File: src/rtl/aswml_pkg.sv
// ---------------------------------------------------------------------------
// aswml_pkg
// shared types and constants for the missing-last argsort block
// ---------------------------------------------------------------------------
`default_nettype none

package aswml_pkg;

    localparam int MAX_ITEMS   = 64;
    localparam int VALUE_WIDTH = 64;
    localparam int IDX_W       = $clog2(MAX_ITEMS);
    localparam int CNT_W       = $clog2(MAX_ITEMS + 1);

    localparam logic [1:0] KIND_UNSIGNED = 2'd0;
    localparam logic [1:0] KIND_SIGNED   = 2'd1;
    localparam logic [1:0] KIND_FLOAT32  = 2'd2;
    localparam logic [1:0] KIND_FLOAT64  = 2'd3;

    localparam logic REG_DESCENDING = 1'b0;
    localparam logic REG_VALUE_KIND = 1'b1;

    typedef struct packed {
        logic [63:0] value;
        logic        is_missing;
        logic        last;
    } in_item_t;

    typedef struct packed {
        logic [5:0] sorted_index;
        logic [5:0] rank;
        logic       overflow;
        logic       end_of_run;
    } out_item_t;

    typedef enum logic [2:0] {
        ST_LOAD,
        ST_RD_I,
        ST_CMP,
        ST_RD_OUT,
        ST_EMIT
    } state_t;

    typedef struct packed {
        logic       rank_clr;
        logic       rd_i;
        logic       rd_j;
        logic       rank_wr;
        logic       rd_out;
        logic       emit;
        logic       run_clr;
        logic [IDX_W-1:0] i_idx;
        logic [IDX_W-1:0] j_idx;
        logic       last_out;
    } dp_cmd_t;

    typedef struct packed {
        logic [CNT_W-1:0] count;
    } dp_stat_t;

    function automatic logic [63:0] sort_key(input logic [63:0] v, input logic [1:0] kind);
        logic [63:0] w;
        logic [63:0] k;
        w = v;
        k = v;
        case (kind)
            KIND_UNSIGNED: k = v;
            KIND_SIGNED:
            begin
                if (v[VALUE_WIDTH-1])
                begin
                    w = v | ~(64'hFFFF_FFFF_FFFF_FFFF >> (64 - VALUE_WIDTH));
                end
                k = w ^ 64'h8000_0000_0000_0000;
            end
            KIND_FLOAT32:
            begin
                w = {32'd0, v[31:0]};
                if (w[30:0] == 31'd0)
                begin
                    w = 64'd0;
                end
                k = w[31] ? {32'd0, ~w[31:0]} : (w | 64'h8000_0000);
            end
            default:
            begin
                if (v[62:0] == 63'd0)
                begin
                    w = 64'd0;
                end
                k = w[63] ? ~w : (w | 64'h8000_0000_0000_0000);
            end
        endcase
        return k;
    endfunction

endpackage

`default_nettype wire

File: src/rtl/aswml_ctrl.sv
// ---------------------------------------------------------------------------
// aswml_ctrl
// sequencer for load, pairwise rank count and result output
// ---------------------------------------------------------------------------
`default_nettype none

module aswml_ctrl
    import aswml_pkg::*;
(
    input  wire logic     clk,
    input  wire logic     rst_n,
    input  wire logic     start,
    input  wire logic     start_last,
    input  wire dp_stat_t stat,
    output logic          busy,
    output logic          start_ok,
    output dp_cmd_t       cmd
);

    state_t           state_reg, state_next;
    logic [CNT_W-1:0] n_reg, n_next;
    logic [CNT_W-1:0] i_reg, i_next;
    logic [CNT_W-1:0] j_reg, j_next;

    always_ff @(posedge clk or negedge rst_n)
    begin
        if (!rst_n)
        begin
            state_reg <= ST_LOAD;
            n_reg     <= '0;
            i_reg     <= '0;
            j_reg     <= '0;
        end
        else
        begin
            state_reg <= state_next;
            n_reg     <= n_next;
            i_reg     <= i_next;
            j_reg     <= j_next;
        end
    end

    always_comb
    begin
        state_next = state_reg;
        n_next     = n_reg;
        i_next     = i_reg;
        j_next     = j_reg;
        cmd        = '0;
        cmd.i_idx  = i_reg[IDX_W-1:0];
        cmd.j_idx  = j_reg[IDX_W-1:0];
        busy       = 1'b1;
        start_ok   = 1'b0;
        case (state_reg)
            ST_LOAD:
            begin
                busy     = 1'b0;
                start_ok = start;
                if (start && start_last)
                begin
                    n_next     = stat.count;
                    i_next     = '0;
                    state_next = ST_RD_I;
                end
            end
            ST_RD_I:
            begin
                cmd.rd_i     = 1'b1;
                cmd.rank_clr = 1'b1;
                j_next       = '0;
                state_next   = ST_CMP;
            end
            ST_CMP:
            begin
                if (j_reg < n_reg)
                begin
                    cmd.rd_j = 1'b1;
                    j_next   = j_reg + 1'b1;
                end
                else
                begin
                    cmd.rank_wr = 1'b1;
                    if (i_reg + 1'b1 == n_reg)
                    begin
                        i_next     = '0;
                        state_next = ST_RD_OUT;
                    end
                    else
                    begin
                        i_next     = i_reg + 1'b1;
                        state_next = ST_RD_I;
                    end
                end
            end
            ST_RD_OUT:
            begin
                cmd.rd_out   = 1'b1;
                cmd.emit     = 1'b1;
                cmd.last_out = (i_reg + 1'b1 == n_reg);
                if (i_reg + 1'b1 == n_reg)
                begin
                    state_next = ST_EMIT;
                end
                else
                begin
                    i_next = i_reg + 1'b1;
                end
            end
            ST_EMIT:
            begin
                // final result is on the ports, clear the run afterwards
                cmd.run_clr = 1'b1;
                state_next  = ST_LOAD;
            end
            default:
            begin
                state_next = ST_LOAD;
            end
        endcase
    end

endmodule

`default_nettype wire

File: config.mk
export PLATFORM = sky130hd
export DESIGN_NAME = aswml_ctrl
export DESIGN_NICKNAME = d
export VERILOG_FILES = /design/src/rtl/aswml_pkg.sv /design/src/rtl/aswml_ctrl.sv
export SDC_FILE = /design/constraint.sdc
export NUM_CORES = 1
export LEC_CHECK = 0
export ABC_CLOCK_PERIOD_IN_PS = 2180
export BUFFER_PORTS_ARGS = -buffer_cell sky130_fd_sc_hd__clkbuf_2
export CAP_MARGIN = 20
export CORE_ASPECT_RATIO = 0.8
export CORE_MARGIN = 4
export CORE_UTILIZATION = 49
export CTS_CLUSTER_SIZE = 16
export DETAILED_ROUTE_END_ITERATION = 12
export HOLD_SLACK_MARGIN = 0.15
export MAX_ROUTING_LAYER = met4
export PLACE_DENSITY = 0.76
export SYNTH_ARGS = -nofsm -noshare
export SYNTH_HDL_FRONTEND = slang
export SYNTH_SLANG_ARGS = --single-unit
File: constraint.sdc
create_clock -name clk -period 2.18 [get_ports clk]
set_input_delay 0.109 -clock clk [delete_from_list [all_inputs] [get_ports clk]]
set_output_delay 0.109 -clock clk [all_outputs]
set_load 0.1 [all_outputs]
# == Yosys cells after proc, flatten, opt, wreduce, memory -nomap -nowiden ==
# Cells that the tools add are included.
# word_totals
register_bits,24
in_bits,11
elab_cells,46
# classes
addsub,2
order_cmp,1
n_eq_ne,10
n_mux,21
reduce_logical,8
# op_table
operator,count
7-bit 2-to-1 mux,5
7-bit one-hot mux with 3 select lines,1
"7-bit by 1-bit adder with 7-bit output, second input constant",2
7-bit one-hot mux with 2 select lines,1
3-bit one-hot mux with 4 select lines,1
"2-bit inequality test, second input constant",5
3-bit 2-to-1 mux,3
2-bit 2-to-1 mux,4
7-bit equality test,1
7-bit less-than comparator,1
"3-bit by 2-bit equality test with 1-bit output, second input constant",2
1-bit 2-to-1 mux,6
2-bit AND reduction,2
4-bit AND reduction,1
"3-bit by 1-bit equality test with 1-bit output, second input constant",1
"3-bit equality test, second input constant",1
3-bit zero test,1
3-bit AND reduction,1
3-bit nonzero test,1
2-bit nonzero test,1
1-bit logical AND,1

# == Longest topological paths before layout ==
# logic_depth
word_depth,5
mapped_depth,9

# == Worst setup path after synthesis ==
# Ideal clock, no wire load.
# synth_timing
path_kind,reg-to-output
start,reg state_reg[0]
end,out cmd[19] (netlist bit)
t_arrival_ps,3735
required_time_ps,2071
setup_slack_ps,-1664
stages_incl_launch_ff,5
n_path_buf,2
cell_sequence,dfrtp_1 -> clkbuf_1 -> inv_1 -> nor3_1 -> buf_4
# synth_lines
item,line_no,text
start: declaration,aswml_ctrl.sv:20,"state_t state_reg, state_next;"
start signal: assignment,aswml_ctrl.sv:36,state_reg <= state_next;
end: declaration,aswml_ctrl.sv:17,output dp_cmd_t cmd

==> qor.yml <==
ios: 33
grt_overflow_total: 0
floorplan.initialDensity_pct: 51.60
startpoint: "i_reg[1]"
cts_buffers: 3
setup.worst_path.end: "cmd[0]"
insertedDiodeCount: 0
clockBufferDepth: 2
post-route-min-period_ns: 2.264
grt_first_pass_wirelength_um: 6437
n_fill_cell: 205
place_hpwl_um: 2843
row_count: 18
wl_um: 4156
cp.arrival_ns: 2.16
grt_pass1_vias: 1405
finalSetupTns_ns: -0.3023
cap_violations: 0
clkTransAtPathRegs_ns: 0.08
fin_skew_ns: 0.006344
yosysTopAreaCell: "dfrtp_1"
regArea_sq_um: 604.3
cts_root_buf: "clkbuf_8"
synth_top_area_share_pct: 37.18
die_h_um: 59.36
critPathCaptureType: "output port"
vias: 1455
die-area_sq_mm: 0.004285
critical_path_class: "flop to output port"
relSlewSlack_pct: 58.79
fin_area_sq_mm: 0.002258
synth_seq_area_share_pct: 37.18
clock_sinks: 24
io_buffers: 32
clk_latency_ns: 0.27
avgSynthCellArea_sq_um: 9.502
async_flop_share_pct: 100.0
gp_congestion: 0.9209
area_growth_pct: 39.81
r2r_end: "i_reg[5]"
grt_usage_pct: 20.07
final_net_count: 240
syn_inst: 170
worst_slack_ns: -0.08407
netlist_area_sq_mm: 0.001615
drive_gt1_share_pct: 45.66
yosys-top-cells-area: "dfrtp_1, buf_4, mux2_2"
drtIter0Drc: 103
cp_slowest_cell: "dfrtp_1"
drtPass1Iterations: 4
grt_setup_unrepaired: "true"
die_x_um: 72.19
multiInputGateArea_sq_mm: 0.001030
drc: 0
synth_seq_cells: 24
syn-num-nets: 189
detail-route-antenna-nets: 0
max_clock_freq_mhz: 441.7
crit_path_max_fanout: 2
h-tree-depth: 1
crit_required_ns: 2.07
rr_worst_depth: 8
wl_per_cell_um: 16.05
finalMaxSlewViolations: 0
preCtsSetupSlack_ns: -0.05668
cts_tree: "done"
rrSetupSlack_ns: -0.07
yosys_warnings: 0
status: "finished, violations left"
hold_violations: 0
coreArea_sq_mm: 0.003131
dpl_cell_area_sq_mm: 0.001944
grt_max_degree: 25
synth_edf_count: 0
worstReg2RegStart: "i_reg[1]"
cp_cell_sequence: "ha_4 -> xnor2_2 -> o211ai_1 -> a311oi_4 -> nand3_2 -> buf_6 -> nor2_4 -> buf_12"
min-delay-path-class: "primary input to flop"
critical-path-max-stage-delay_ns: 0.42
worstMarginPinSlew_ns: 0.6181
cp-start-kind: "flop"
fin_crit_sh_pct: 103.9
violations: "negative setup slack"
setup_viol: 7
ys.flop_type: "dfrtp_1"
ys_types: 37
routed_via_density: 5.618
antenna_found_initial: 0
==> area by class of cell <==
type,instances,share of cell area [%]
multi-input cells,112,45.60
flip-flops and latches,24,26.76
repair buffers,65,21.11
inverters,15,2.493
well taps,40,2.216
clock buffers,3,1.828
==> stage by stage <==
step | utilization [%] | hold slack (ns) | cells
after global routing | 72.14 | 0.2893 | 259
after CTS | 67.31 | 0.2760 | 256
after detailed placement | 62.11 | 0.1562 | 241
after floorplan | - | -0.1866 | 170
final | 72.14 | 0.2816 | 259
after global placement | 62.11 | 0.1461 | 241
==> per-layer routing <==
layer  wire length [um]  vias up  GRT usage [%]
met1               1732      695          25.00
met3                294       10          4.237
met4                 63        0          5.898
met2               2065       69          33.07
li1                   -      681              -
met5                  0        -              -
==> synthesized netlist by cell type (2+ instances only) <==
cell,number
nand3_2,2
a21oi_1,2
o221ai_1,3
clkbuf_1,2
nor3b_1,2
nand2_1,7
nor2b_1,4
inv_1,15
nor3_1,4
a31oi_1,2
and3_1,3
nand2b_1,3
or3_1,5
mux2_2,9
buf_4,15
a221o_1,2
and2_1,3
ha_1,8
nand4_1,6
dfrtp_1,24
o2111a_1,2
nor2_1,14
o21ai_0,4
xnor2_1,7
nand3_1,4
xor2_1,7
==> kinds of logic after synthesis <==
logic type | after synthesis | share of synthesized area (%)
and+or+nand+nor | 58 | 19.44
buffers and inverters | 34 | 11.93
DFF | 24 | 37.18
AOI/OAI and AO/OA | 22 | 10.77
xor gates and xnor gates | 14 | 7.591
muxes | 10 | 6.894
adders and majority gates | 8 | 6.197
==> how the worst min path moves through the flow <==
| stage | from | endpoint | cells after the start |
|---|---|---|---|
| 2_1_floorplan | rst_n | i_reg[0] | 0 |
| 3_3_place_gp | rst_n | i_reg[6] | 1 |
| 3_5_place_dp | rst_n | state_reg[2] | 1 |
| 4_1_cts | start_last | n_reg[4] | 3 |
| 5_1_grt | start_last | n_reg[2] | 3 |
| 6_report | start_last | n_reg[4] | 3 |
==> what timing repair did <==
item / CTS / global route
setup endpoints to repair: 6 / 11
hold buffers: 8 / 0
setup buffers: 4 / 3
gates resized for setup: 4 / 24
hold endpoints to repair: 31 / 0
pin swaps: 4 / 8
==> worst max-delay path, delay by kind of cell (launching register included) <==
| kind | cells | cell delay, ns |
|---|---|---|
| compound gates | 2 | 0.48 |
| flops | 1 | 0.42 |
| xor+xnor | 1 | 0.11 |
| fa+ha+maj | 1 | 0.30 |
| simple gates | 2 | 0.24 |
| buf+inv | 2 | 0.33 |
==> cells in the final DEF (no fill, tap or decap), drive strengths merged <==
cell type     n
nor2b         4
and2          3
or3           5
dlygate4sd3   8
o221ai        3
nand2         7
nor3b         2
a21oi         2
a221o         2
nor3          4
xnor2         7
and4b         1
nand4         6
ha            8
a41oi         1
a31oi         2
mux2i         1
dfrtp        24
nand2b        3
o21ai         5
a211o         1
nand3         6
o2111ai       1
and3          3
a311oi        2
xor2          7
inv          15
nor2         14
buf          28
clkbuf       32
o2111a        2
o211ai        1
mux2          9
Power is left out: the tool's default activity adds up to more than one toggle a clock period on the data nets, which glitch-free logic cannot reach.
